<file path="src/rtl/core/q2rm_pkg.sv">
// Package for the quaternion to rotation matrix unit.
// Holds the shared widths, register addresses and the cell data record.
// No dependencies.
package q2rm_pkg;

   localparam int CompW   = 16;
   localparam int SumW    = 33;
   localparam int NormW   = 17;
   localparam int RootSteps = 17;
   localparam int DivSteps  = 31;
   localparam int MinNormW  = 15;

   localparam logic [0:0] ADDR_ASSUME_UNIT = 1'b0;
   localparam logic [0:0] ADDR_MIN_NORM    = 1'b1;

   // Record handed from cell to cell along the chain
   typedef struct packed {
      logic                     vld;
      logic                     unit;
      logic [MinNormW-1:0]      min_norm;
      logic signed [CompW-1:0]  q_w;
      logic signed [CompW-1:0]  q_x;
      logic signed [CompW-1:0]  q_y;
      logic signed [CompW-1:0]  q_z;
      logic [SumW-1:0]          rem;
      logic [NormW-1:0]         root;
   } cell_type;

endpackage

</file>
<file path="src/rtl/core/q2rm_div_cell.sv">
// One cell of the divider chain: one quotient bit for each of the four components.
// Uses q2rm_pkg.
module q2rm_div_cell #(
   parameter int Step = 0
) (
   input  logic                               clock,
   input  logic                               reset,
   input  logic                               vld_i,
   input  logic [q2rm_pkg::NormW-1:0]         den_i,
   input  logic [3:0][q2rm_pkg::NormW:0]      rem_i,
   input  logic [3:0][q2rm_pkg::DivSteps-1:0] num_i,
   input  logic [3:0][q2rm_pkg::DivSteps-1:0] quo_i,
   input  logic [3:0]                         neg_i,
   input  logic                               pass_i,
   output logic                               vld_o,
   output logic [q2rm_pkg::NormW-1:0]         den_o,
   output logic [3:0][q2rm_pkg::NormW:0]      rem_o,
   output logic [3:0][q2rm_pkg::DivSteps-1:0] num_o,
   output logic [3:0][q2rm_pkg::DivSteps-1:0] quo_o,
   output logic [3:0]                         neg_o,
   output logic                               pass_o
);
   localparam int NB = q2rm_pkg::DivSteps - 1 - Step;

   logic [3:0][q2rm_pkg::NormW:0]         rem_in;
   logic [3:0][q2rm_pkg::DivSteps-1:0]    quo_in;
   logic [3:0][q2rm_pkg::NormW:0]         rem_ff;
   logic [3:0][q2rm_pkg::DivSteps-1:0]    quo_ff, num_ff;
   logic [q2rm_pkg::NormW-1:0]            den_ff;
   logic [3:0]                            neg_ff;
   logic                                  vld_ff, pass_ff;
   logic [q2rm_pkg::NormW+1:0]            sh;

   // Shift in the next numerator bit, subtract when it fits
   always_comb begin
      for (int k = 0; k < 4; k++) begin
         sh = {rem_i[k], num_i[k][NB]};
         quo_in[k] = quo_i[k];
         if (sh >= {2'b00, den_i}) begin
            rem_in[k] = (q2rm_pkg::NormW+1)'(sh - {2'b00, den_i});
            quo_in[k][NB] = 1'b1;
         end else begin
            rem_in[k] = (q2rm_pkg::NormW+1)'(sh);
         end
      end
   end

   always_ff @(posedge clock) begin
      if (reset) begin
         vld_ff <= 1'b0;
      end else begin
         vld_ff <= vld_i;
      end
      den_ff  <= den_i;
      rem_ff  <= rem_in;
      num_ff  <= num_i;
      quo_ff  <= quo_in;
      neg_ff  <= neg_i;
      pass_ff <= pass_i;
   end

   assign vld_o  = vld_ff;
   assign den_o  = den_ff;
   assign rem_o  = rem_ff;
   assign num_o  = num_ff;
   assign quo_o  = quo_ff;
   assign neg_o  = neg_ff;
   assign pass_o = pass_ff;
endmodule

</file>
<file path="config.mk">
export PLATFORM = sky130hd
export DESIGN_NAME = q2rm_div_cell
export DESIGN_NICKNAME = d
export VERILOG_FILES = /design/src/rtl/core/q2rm_pkg.sv /design/src/rtl/core/q2rm_div_cell.sv
export SDC_FILE = /design/constraint.sdc
export NUM_CORES = 1
export LEC_CHECK = 0
export BUFFER_PORTS_ARGS = -buffer_cell sky130_fd_sc_hd__buf_2
export CORE_AREA = 3 3 269 271
export CTS_BUF_LIST = sky130_fd_sc_hd__clkbuf_4
export DETAILED_ROUTE_END_ITERATION = 7
export DIE_AREA = 0 0 272 274
export GPL_TIMING_DRIVEN = 0
export PLACE_DENSITY = 0.34
export SLEW_MARGIN = 5
export SYNTH_ARGS = -nofsm -noshare
export SYNTH_HDL_FRONTEND = slang
export SYNTH_SLANG_ARGS = --single-unit
export TNS_END_PERCENT = 5
</file>
<file path="constraint.sdc">
create_clock -name clock -period 3.4 [get_ports clock]
set_input_delay 0.34 -clock clock [delete_from_list [all_inputs] [get_ports clock]]
set_output_delay 0.34 -clock clock [all_outputs]
set_load 0.005 [all_outputs]
</file>
======== Yosys cells after proc, flatten, opt, wreduce, memory -nomap -nowiden ========
Index checks and enable logic that the tools add are counted.
storage, ports and cells
  register bits after elaboration ......... 343
  word-level logic and storage cells ...... 32
cells by class
  $add $sub $neg .......................... 4
  $lt $le $gt $ge ......................... 4
  multiplexer cells ....................... 4
operators by type and width
  cell              number
  $ge A19 B17 Y1    4
  $mux W18          4
  $sub A18 B17 Y18  4

======== Logic depth before layout (Yosys ltp) ========
  word-level depth ........................ 2
  mapped depth ............................ 11
  mapped depth without buffers ............ 10

======== Worst setup path before layout ========
Ideal clock, no wire load.
  kind .................................... input to register
  start ................................... in den_i[1] (netlist bit)
  end ..................................... reg rem_ff (netlist bit rem_o[10])
  library setup time ...................... 0.121 ns
  arrival ................................. 2.533 ns
  path slack .............................. 0.746 ns
  stages .................................. 10
  buffers on the path ..................... 2
  cells stage by stage .................... inv_1 -> ha_1 -> nor2b_1 -> o31ai_1 -> a211o_2 -> a211oi_2 -> nor3b_1 -> buf_6 -> buf_12 -> mux2_4
RTL lines
  item                  line                 source
  start, declared       q2rm_div_cell.sv:9   input logic [q2rm_pkg::NormW-1:0] den_i,
  end signal, assigned  q2rm_div_cell.sv:55  rem_ff <= rem_in;
  end, declared         q2rm_div_cell.sv:27  logic [3:0][q2rm_pkg::NormW:0] rem_ff;

==> run summary <==
Syn Area/Cell -> 12.0 µm²
post-DP HPWL -> 49100 µm
Seq/Total Area, Yosys -> 59.4%
Routed Antenna Nets -> 0
Power Dens Cells -> 498 nW/µm²
Max-cap violations -> 0
Num CTS Buffers -> 100
Root Driver -> clkbuf_4
Sink Count -> 343
Register Area -> 6870 µm²
worst path required time -> 4110 ps
pre-CTS WS -> -152 ps
Least-Margin Pin Slew -> 661 ps
die footprint -> 74500 µm²
Worst Setup Path Type -> primary input to flip-flop
vias in the first global route -> 12924
pin count of the biggest net entering global routing -> 17
Fin. Hold Viols -> 0
CP top delay family -> buffers and inverters
I/O pin cnt -> 688
CTS tree -> done
Iter 0 DRT Violations -> 390
GRT overflow -> 0
critical path arrival -> 3960 ps
1st-pass router iterations -> 5
post-synth net total -> 1381
Worst Setup Slack, final -> 144 ps
most frequent CP cell -> dlygate4sd3_1
vias per inst -> 3.85
Final period util -> 95.8%
fillcell total -> 7379
hold endpoint -> rem_o[44]$_DFF_P_
fin. max-slew vios -> 0
Core Rows -> 97
Initial Util -> 16.5%
post-synthesis register bit count -> 343
Final nets -> 2523
unrepaired setup endpoints after global routing -> false
H-tree level count -> 3
CP max FO -> 9
Reg clk slew, reported paths -> 60 ps
wire length per cell -> 19.4 µm
critical path's slowest cell -> dlygate4sd3_1
run status -> finished, final reports clean
CP peak stage delay -> 590 ps
fmax -> 0.307 GHz
Final Non-Filler Cells -> 3130
antenna violations before repair -> 23
Post-Synthesis Cells -> 964
CP Launch Type -> primary input
multi-input combinational cell area -> 4410 µm²
Mapped Area -> 11600 µm²
total track usage -> 15.7%
Ys Warns -> 0
worst IR drop on VDD -> 0.242 mV
Detailed Route WL -> 60900 µm
dpl cells -> 2591
Post-synth EDFFs -> 0
I/O Buffers -> 687
min Tclk post-route -> 3260 ps
Area growth syn-to-layout -> 81.7%
Post-route DRC -> 0
CP Cell Sequence -> dlygate4sd3_1 -> buf_2 -> inv_1 -> ha_1 -> nand2_1 -> a211oi_2 -> o311a_1 -> nor2_1 -> o211ai_4 -> mux2_2 -> dlygate4sd3_1
Longest Clk Path Bufs -> 3
Yosys cell types -> 69
CP bufs+invs -> 4
layout cells sized above 1 -> 43.1%
Min-Delay Path Class -> primary input to flip-flop
Setup-failing EPs final -> 0
Die H -> 274 µm
HP Start -> rem_i[53]
Worst setup EP type -> flip-flop
Worst Hold Path Cells -> 4
Core ar. -> 70000 µm²
Async SR Flop Fraction -> 0%
Slew HR -> 55.9%
Die Width -> 272 µm
first-pass GRT wire length -> 85200 µm
Final Util -> 30.0%
commonest register cell after synthesis -> dfxtp_1
GP Congestion -> 0.866
Pleak -> 9.95 nW
Vias -> 12058
## layout by cell type (no fill, tap or decap), types with 8 or more instances in the layout
cell,instances
o21a_1,11
a211oi_1,14
o31ai_1,9
clkbuf_4,145
o211ai_1,8
xnor2_1,28
a21o_1,18
ha_1,68
inv_1,40
o21ai_0,34
mux2_4,13
nor2_1,37
nand2_1,45
a21oi_1,60
mux2_2,47
o21bai_1,11
dlygate4sd3_1,351
nand4_1,12
diode_2,14
dfxtp_1,343
xor2_1,23
buf_2,694
clkinv_1,15
nand3_1,17
## cells in the mapped netlist (11+ instances only)
cell type	count	area (µm²)
inv_1	41	154
xor2_1	23	201
ha_1	68	851
nand3_1	17	85.1
nand4_1	12	75.1
nand2_1	45	169
o21ai_0	34	170
o21a_1	11	82.6
dfxtp_1	343	6870
nor2_1	37	139
a21oi_1	60	300
mux2_2	47	529
a211oi_1	14	105
xnor2_1	28	245
mux2_4	13	195
a21o_1	18	135
o21bai_1	11	82.6
## routing by layer
| metal | part of all wire, % | vias to the layer above | track usage, % |
|---|---|---|---|
| met3 | 8.4 | 149 | 5.70 |
| li1 | - | 5793 | - |
| met2 | 51 | 561 | 28.3 |
| met1 | 34 | 5547 | 14.9 |
| met4 | 6.4 | 8 | 10.6 |
| met5 | 0.090 | - | 0 |
## kinds of logic after synthesis
kind of cell | count (synthesis) | synth area share [%]
buffers and inverters | 57 | 2.42
DFF | 343 | 59.4
and+or+nand+nor | 161 | 6.85
muxes | 67 | 6.88
adders and majority gates | 72 | 8.06
xor gates and xnor gates | 51 | 3.87
AOI/OAI and AO/OA | 213 | 12.5
## registers in the layout, indices dropped and copies added (netlist names)
register / cells
num_o: 124
pass_o: 1
neg_o: 4
vld_o: 1
quo_o: 124
rem_o: 72
den_o: 17
## worst min-delay path: stages
cell      delay (ps)
buf_2            100
a211oi_1          80
o211ai_4         180
mux2_2           190
## stage by stage
stage	area, µm²	total power (W)	TNS [ps]	hold slack [ps]
global route	21000	0.0111	0	-0.501
global placement	16200	0.00640	-1520	443
CTS	20900	0.0107	0	3.41
detailed placement	16200	0.00637	-1150	444
finish	21000	0.0104	0	103
floorplan	11600	0.00542	0	368
## repair_timing
item,CTS,global route
setup buffers,0,2
resized for setup,0,2
setup endpoints to repair,0,2
endpoints found under the hold margin,343,0
hold buffers,351,0
## power breakdown
| part | switching (W) | internal (W) |
|---|---|---|
| Clock | 0.00186 | 0.00196 |
| Sequential | 0.000106 | 0.00438 |
| Combinational | 0.00102 | 0.00112 |
| Total | 0.00298 | 0.00746 |
## how the worst max path moves through the flow
stage,start,end,slack (ps),cells after the start
floorplan,den_i[1],rem_o[10]$_DFF_P_,750,10
global placement,den_i[1],rem_o[29]$_DFF_P_,-190,10
detailed placement,den_i[1],rem_o[29]$_DFF_P_,-150,10
CTS,den_i[1],rem_o[40]$_DFF_P_,90,11
global route,den_i[3],rem_o[41]$_DFF_P_,120,11
finish,den_i[3],rem_o[41]$_DFF_P_,140,11
## cell type report
cell class | instances | share of cell area (%)
clock inverters | 27 | 0.668
well taps | 940 | 5.61
flip-flops and latches | 343 | 32.7
multi-input cells | 564 | 21.0
repair buffers | 1040 | 33.3
plain buffers | 16 | 0.596
clock buffers | 145 | 5.19
inverters | 41 | 0.751
diodes | 14 | 0.167
No activity file was read; power rests on OpenSTA's default activity.
