--- src/rtl/core/q2rm_pkg.sv ---
// Package for the quaternion to rotation matrix unit.
// Holds the shared widths, register addresses and the cell data record.
// No dependencies.
package q2rm_pkg;

   localparam int CompW   = 16;
   localparam int SumW    = 33;
   localparam int NormW   = 17;
   localparam int RootSteps = 17;
   localparam int DivSteps  = 31;
   localparam int MinNormW  = 15;

   localparam logic [0:0] ADDR_ASSUME_UNIT = 1'b0;
   localparam logic [0:0] ADDR_MIN_NORM    = 1'b1;

   // Record handed from cell to cell along the chain
   typedef struct packed {
      logic                     vld;
      logic                     unit;
      logic [MinNormW-1:0]      min_norm;
      logic signed [CompW-1:0]  q_w;
      logic signed [CompW-1:0]  q_x;
      logic signed [CompW-1:0]  q_y;
      logic signed [CompW-1:0]  q_z;
      logic [SumW-1:0]          rem;
      logic [NormW-1:0]         root;
   } cell_type;

endpackage

--- src/rtl/core/q2rm_root_cell.sv ---
// One cell of the square-root chain: settles one bit of the integer root.
// Uses q2rm_pkg.
module q2rm_root_cell #(
   parameter int Step = 0
) (
   input  logic               clock,
   input  logic               reset,
   input  q2rm_pkg::cell_type cell_i,
   output q2rm_pkg::cell_type cell_o
);
   localparam int Bit = q2rm_pkg::RootSteps - 1 - Step;

   q2rm_pkg::cell_type cell_ff, cell_in;
   logic [q2rm_pkg::SumW+1:0] trial;
   logic [q2rm_pkg::SumW+1:0] rem_wide;

   // Restoring step: try root bit Bit
   always_comb begin
      cell_in  = cell_i;
      rem_wide = {2'b00, cell_i.rem};
      trial    = ({{(q2rm_pkg::SumW+2-q2rm_pkg::NormW){1'b0}}, cell_i.root} << (Bit + 1))
               + ((q2rm_pkg::SumW+2)'(1) << (2 * Bit));
      if (rem_wide >= trial) begin
         cell_in.rem  = q2rm_pkg::SumW'(rem_wide - trial);
         cell_in.root = cell_i.root | (q2rm_pkg::NormW'(1) << Bit);
      end
   end

   always_ff @(posedge clock) begin
      if (reset) begin
         cell_ff.vld <= 1'b0;
      end else begin
         cell_ff.vld <= cell_in.vld;
      end
      cell_ff.unit     <= cell_in.unit;
      cell_ff.min_norm <= cell_in.min_norm;
      cell_ff.q_w      <= cell_in.q_w;
      cell_ff.q_x      <= cell_in.q_x;
      cell_ff.q_y      <= cell_in.q_y;
      cell_ff.q_z      <= cell_in.q_z;
      cell_ff.rem      <= cell_in.rem;
      cell_ff.root     <= cell_in.root;
   end

   assign cell_o = cell_ff;
endmodule

--- config.mk ---
export PLATFORM = sky130hd
export DESIGN_NAME = q2rm_root_cell
export DESIGN_NICKNAME = d
export VERILOG_FILES = /design/src/rtl/core/q2rm_pkg.sv /design/src/rtl/core/q2rm_root_cell.sv
export SDC_FILE = /design/constraint.sdc
export NUM_CORES = 1
export LEC_CHECK = 0
export BUFFER_PORTS_ARGS = -buffer_cell sky130_fd_sc_hd__buf_2
export CAP_MARGIN = 20
export CORE_MARGIN = 4
export CORE_UTILIZATION = 37
export DETAILED_ROUTE_END_ITERATION = 16
export PLACE_DENSITY = 0.84
export SLEW_MARGIN = 20
export SYNTH_ARGS = -nofsm -noshare
export SYNTH_HDL_FRONTEND = slang
export SYNTH_SLANG_ARGS = --single-unit
export TNS_END_PERCENT = 20
--- constraint.sdc ---
create_clock -name clock -period 2.54 [get_ports clock]
set_clock_uncertainty 0.2 [all_clocks]
set_input_delay 0.381 -clock clock [delete_from_list [all_inputs] [get_ports clock]]
set_output_delay 0.381 -clock clock [all_outputs]
set_load 0.02 [all_outputs]
### Word level (Yosys, flattened, before mapping)

Index checks and enable logic that the tools add are counted.

* flip-flop bits (word level): 131
* input bits: 133
* output and inout bits: 131
* logic and storage cells: 14

* $add $sub $neg: 2
* $lt $le $gt $ge: 1
* multiplexer cells: 1

Operators by type and width (number)
* $mux W50: 1
* $add A34 B33 Y35 const B: 1
* $ge A33 B35 Y1: 1
* $sub A33 B33 Y33: 1

### Logic depth before layout (Yosys ltp)

Gate-level depths: netlist of the first run.

* word-level depth: 3
* gate-level depth with buffers: 11
* depth with buffers taken out: 9

### Worst setup path after synthesis of the first run

Ideal clock, no wire load.

* path type: input to register
* from: in cell_i[34] in the netlist's numbering
* to: reg cell_ff (netlist bit cell_o[43])
* setup time: 0.121 ns
* data arrival time: 2.369 ns
* data required time: 2.219 ns
* path slack: -0.150 ns
* stages on the path: 11
* buffers on the path: 2
* cells stage by stage: inv_1 -> ha_1 -> fa_1 -> nand2b_1 -> a21oi_1 -> o21ai_0 -> a21oi_2 -> or2_1 -> buf_6 -> buf_12 -> mux2_4

RTL lines
* start, declared: RTL line q2rm_root_cell.sv:8 `input q2rm_pkg::cell_type cell_i,`
* end, declared: RTL line q2rm_root_cell.sv:13 `q2rm_pkg::cell_type cell_ff, cell_in;`

==> impl_metrics.csv, run 1 <==
group,metric,value,unit
outcome,status,"finished with violations",
outcome,violations,"setup timing",
timing,worst_slew_pin_slew,0.512,ns
power,p_leak,3.78,nW
synth,yosys.cell_types.count,49,
route,firstDrtPassIters,4,
clock_tree,cts_buffers,17,
setup_path,crit_path_top_delay_cell,"dlygate4sd3_1",
timing,setup_slack,-0.0189,ns
global_routing,grt_max_degree,17,
synth,netlist_instances,315,
synth,postSynthNetCount,467,
synth,ys_warn_count,0,
floorplanning,row_count,37,
cells_and_area,post-route-util,0.748,
cells_and_area,final_cell_mix,"buf_2, dfxtp_1, dlygate4sd3_1, buf_4, inv_1",
clock_tree,cts_buffer_depth,2,
cells_and_area,largest_reg_flops,131,
setup_path,start_kind,"primary input",
power,ir_worst_vdd,0.627,mV
synth,synth_top_cell_by_area,"dfxtp_1",
timing,timing.fmax,391,MHz
cells_and_area,drive_above_1_share,0.481,
floorplanning,core-area,10300,um^2
global_routing,antenna_found_initial,2,
synth,async_flop_share,0,
timing,relSlewSlack,0.654,
floorplanning,die-area,12300,um^2
setup_path,cp_num_buf_inv,3,
floorplanning,initial_core_util,0.381,
route,routedWlPerCell,19.9,um
setup_path,worstSetupStartpoint,"cell_i[28]",
clock_tree,cts_root_buf,"clkbuf_8",
setup_path,crit_cells,9,
worst_hold_path,hold_path_depth,4,
route,via_per_inst,4.77,
clock_tree,tritoncts,"yes",
global_routing,grt_pass1_wl,27.8,mm
route,routed_wl,18.2,mm
setup_path,cp_top_family,"simple AND/OR/NAND/NOR gates",
synth,syn_area,3930,um^2
setup_path,end_kind,"register",
run,max-cap-violations,0,
timing,setup_viol,5,
clock_tree,clkTransAtPathRegs,0.06,ns
placement,place_hpwl,11.8,mm
route,drc,0,
setup_path,worst_ep_required_time,2.75,ns
floorplanning,die_h,111,um
global_routing,track_usage,0.295,
timing,min_period,2.56,ns
route,via_count,4363,
timing,report.final.hold_viol_count,0,
setup_path,critical-path-max-stage-delay,0.56,ns
cells_and_area,nNetsFinal,916,
synth,synth_seq_cells,131,
clock_tree,cts_sinks,131,
synth,synthTopCellsByArea,"dfxtp_1, ha_1, a21oi_1",
route,drt_first_iter_violations,268,
synth,ys_seq_area_frac,0.668,
cells_and_area,area_delta_synth_final,96.6,%
setup_path,worstPathMaxFanout,13,
worst_hold_path,min-delay-path-class,"in -> reg",
worst_hold_path,hp-start,"cell_i[36]",
synth,syn_area_per_cell,12.5,um^2
setup_path,crit_arrival,2.77,ns
setup_path,cp_cell_sequence,"dlygate4sd3_1 -> buf_2 -> or4_1 -> nor3_2 -> nand4_1 -> o22ai_2 -> or2_4 -> buf_12 -> mux2_2",
cells_and_area,layout_commonest_cell,"buf_2",
timing,setup_tns,-0.0781,ns
global_routing,grt_overflow,0,
timing,slew_violations,0,
synth,synth_edf_count,0,
floorplanning,die_w,111,um
cells_and_area,design_area,7720,um^2
placement,io_buffers,263,
floorplanning,ios,264,
synth,synth_top_area_frac,0.668,
synth,synth_ff_type,"dfxtp_1",
placement,dpl_cell_area,5800,um^2
placement,place_congestion,0.957,
setup_path,crit_type,"in -> reg",
clock_tree,h-tree-depth,4,
timing,post-route-period-util,1.01,
route,postRouteAntennaNets,0,
global_routing,grt_pass1_vias,4810,
power,p_per_area,752,nW/um^2
area by class of cell:
type	instances	area, um^2
multi-input cells	157	1280
diodes	1	2.50
flip-flops and latches	131	2620
well taps	136	170
inverters	21	78.8
clock inverters	14	203
clock buffers	18	418
fillers	662	2600
repair buffers	436	2950
kinds of logic (layout without fill, tap and decap cells):
logic type | count (synthesis) | in the layout | share of synthesized area
flops | 131 | 131 | 0.668
mux | 12 | 12 | 0.0389
buf+inv | 27 | 489 | 0.0328
other cells | 0 | 1 | 0
simple gates | 64 | 64 | 0.0866
fa+ha+maj | 19 | 19 | 0.0624
xor+xnor | 10 | 10 | 0.0223
compound gates | 52 | 52 | 0.0895
synthesized netlist by cell type, types with 3 or more instances:
library cell	instances
dfxtp_1	131
inv_1	21
a21oi_1	18
ha_1	18
nor2_1	14
nor3_1	14
nand2_1	9
xnor2_1	7
mux2_2	6
o21ai_0	6
and3_1	5
mux2_4	5
a211oi_1	4
a21o_1	4
nand3_1	4
buf_2	3
nor4_1	3
xor2_1	3
layer usage:
metal	vias to the layer above	global-route usage	routed length, um
met3	66	0.112	1340
met2	239	0.527	9390
met4	2	0.137	843
met1	2061	0.306	6590
li1	1995	-	-
met5	-	0	10
path summary, 6_finish.rpt:
kind / end
max: cell_o[37]
min: cell_o[36]
report_power, final:
group / switching (mW) / internal [mW]
Clock: 0.971 / 1.61
Combinational: 0.516 / 0.495
Sequential: 0.0374 / 2.18
Total: 1.52 / 4.28
repair_timing:
action,in CTS,in global routing
setup endpoints to repair,0,11
gates resized for setup,0,3
hold buffers,128,0
endpoints found under the hold margin,127,0
setup buffers,0,1
metrics by stage:
step	cells	power (mW)	hold WS (ns)	setup WS, ns
2_1_floorplan	315	2.68	0.209	0.00412
3_3_place_gp	752	3.04	0.284	-0.154
3_5_place_dp	752	3.07	0.285	-0.243
4_1_cts	912	5.78	0.00440	0.00853
5_1_grt	914	6.01	0.0272	-0.0535
6_report	914	5.81	0.0290	-0.0189
(Power assumes the default switching activity.)
==> run 2, diff against run 1 <==
--- a/config.mk
+++ b/config.mk
@@ -11,6 +11,7 @@
 export CORE_UTILIZATION = 37
 export DETAILED_ROUTE_END_ITERATION = 16
 export PLACE_DENSITY = 0.84
+export RECOVER_POWER = 25
 export SLEW_MARGIN = 20
 export SYNTH_ARGS = -nofsm -noshare
 export SYNTH_HDL_FRONTEND = slang
==> impl_metrics.csv, run 2 (synthesized netlist as in run 1, its figures left out) <==
group,metric,value,unit
power,p_leak,3.74,nW
clock_tree,cts_sinks,131,
cells_and_area,drive_above_1_share,0.462,
placement,pre_cts_ws,-0.243,ns
floorplanning,row_count,37,
clock_tree,cts_root_buf,"clkbuf_8",
setup_path,cp_cell_sequence,"dlygate4sd3_1 -> buf_2 -> or4_1 -> nor3_2 -> nand4_1 -> o22ai_2 -> or2_4 -> buf_12 -> mux2_2",
clock_tree,tritoncts,"yes",
power,ir_worst_vdd,0.628,mV
setup_path,crit_path_top_delay_cell,"dlygate4sd3_1",
timing,timing.fmax,390,MHz
clock_tree,clkTransAtPathRegs,0.06,ns
route,postRouteAntennaNets,0,
floorplanning,die-area,12300,um^2
floorplanning,die_h,111,um
outcome,status,"finished with violations",
global_routing,grt_max_degree,17,
route,drc,0,
power,pwr-share-seq,0.382,
power,finalPower,5.81,mW
timing,report.final.hold_viol_count,0,
setup_path,cp_num_buf_inv,3,
timing,setup_tns,-0.100,ns
setup_path,worstPathMaxFanout,13,
clock_tree,cts_buffer_depth,2,
placement,io_buffers,263,
route,drt_first_iter_violations,272,
timing,setup_viol,6,
power,netSwitchingFraction,0.263,
clock_tree,h-tree-depth,4,
timing,min_period,2.56,ns
route,routed_wl,18.1,mm
placement,place_hpwl,11.8,mm
outcome,violations,"setup timing",
timing,relSlewSlack,0.655,
route,firstDrtPassIters,5,
run,max-cap-violations,0,
setup_path,crit_arrival,2.78,ns
timing,setup_slack,-0.0234,ns
global_routing,track_usage,0.295,
setup_path,critical-path-max-stage-delay,0.56,ns
global_routing,grt_pass1_vias,4810,
cells_and_area,nNetsFinal,916,
floorplanning,initial_core_util,0.381,
cells_and_area,area_delta_synth_final,96.1,%
global_routing,grt_pass1_wl,27.8,mm
floorplanning,die_w,111,um
floorplanning,ios,264,
timing,post-route-period-util,1.01,
setup_path,cp_top_family,"simple AND/OR/NAND/NOR gates",
power,cellInternalPower,4.28,mW
route,routedWlPerCell,19.8,um
timing,whs,0.0246,ns
setup_path,crit_type,"in -> reg",
power,comb_power_share,0.174,
route,via_count,4382,
global_routing,grt_overflow,0,
cells_and_area,layout_commonest_cell,"buf_2",
power,power.switching,1.53,mW
cells_and_area,final_cell_mix,"buf_2, dfxtp_1, dlygate4sd3_1, buf_4, inv_1",
timing,worst_slew_pin_slew,0.510,ns
cells_and_area,fillCellCount,667,
cells_and_area,seqCellArea,2620,um^2
floorplanning,core-area,10300,um^2
power,clkPwrFrac,0.445,
setup_path,worst_ep_required_time,2.76,ns
setup_path,start_kind,"primary input",
route,via_per_inst,4.79,
cells_and_area,largest_reg_flops,131,
cells_and_area,multi_input_area,1280,um^2
global_routing,antenna_found_initial,2,
placement,place_congestion,0.957,
timing,slew_violations,0,
setup_path,end_kind,"register",
worst_hold_path,min-delay-path-class,"in -> reg",
clock_tree,cts_buffers,17,
power,p_per_area,753,nW/um^2
==> run 2: changes by cell type in the layout (fill, tap and decap cells not counted) <==
cell      previous run  this run
clkbuf_1             1        16
buf_2              263       248
==> run 2: repair_timing <==
item,4_1_cts,5_1_grt
setup buffers,0,1
hold buffers,128,0
setup endpoints to repair,0,11
endpoints found under the hold margin,127,0
resized for setup,0,3
==> run 2: path summary, 6_finish.rpt <==
check	startpoint	end	slack (ns)	cells after the start
worst min-delay path	cell_i[36]	cell_o[36]	0.02	4
worst max-delay path	cell_i[28]	cell_o[37]	-0.02	9
==> run 2: power by group through the flow <==
stage / logic [mW] / registers [mW] / clock network [mW]
floorplan: 0.271 / 2.41 / 0
global placement: 0.796 / 2.25 / 0
detailed placement: 0.817 / 2.25 / 0
CTS: 0.986 / 2.21 / 2.59
global route: 1.07 / 2.22 / 2.72
finish: 1.01 / 2.22 / 2.58
==> run 2: cell type report <==
cell class,instances,share of cell area
repair buffers,436,0.380
clock inverters,14,0.0263
well taps,136,0.0221
clock buffers,18,0.0542
flip-flops and latches,131,0.340
diodes,1,0.000325
inverters,21,0.0102
multi-input cells,157,0.166
==> run 2: routing by layer <==
metal  part of all wire  GRT usage  vias up
met1               0.36      0.306     2057
met3              0.075      0.112       71
li1                   -          -     1995
met5            0.00055          0        -
met4              0.050      0.137        2
met2               0.52      0.527      257
==> run 2: tightest hold or removal path: stages <==
cell and delay [ns]:
buf_2 0.10, buf_4 0.10, nor3_1 0.04, a21oi_1 0.10
==> run 2: per-stage QoR <==
stage               instances  instance area (um^2)   util
global placement          752                  5800  0.562
finish                    914                  7710  0.746
floorplan                 315                  4020      -
detailed placement        752                  5800  0.562
global route              914                  7710  0.746
CTS                       912                  7700  0.746
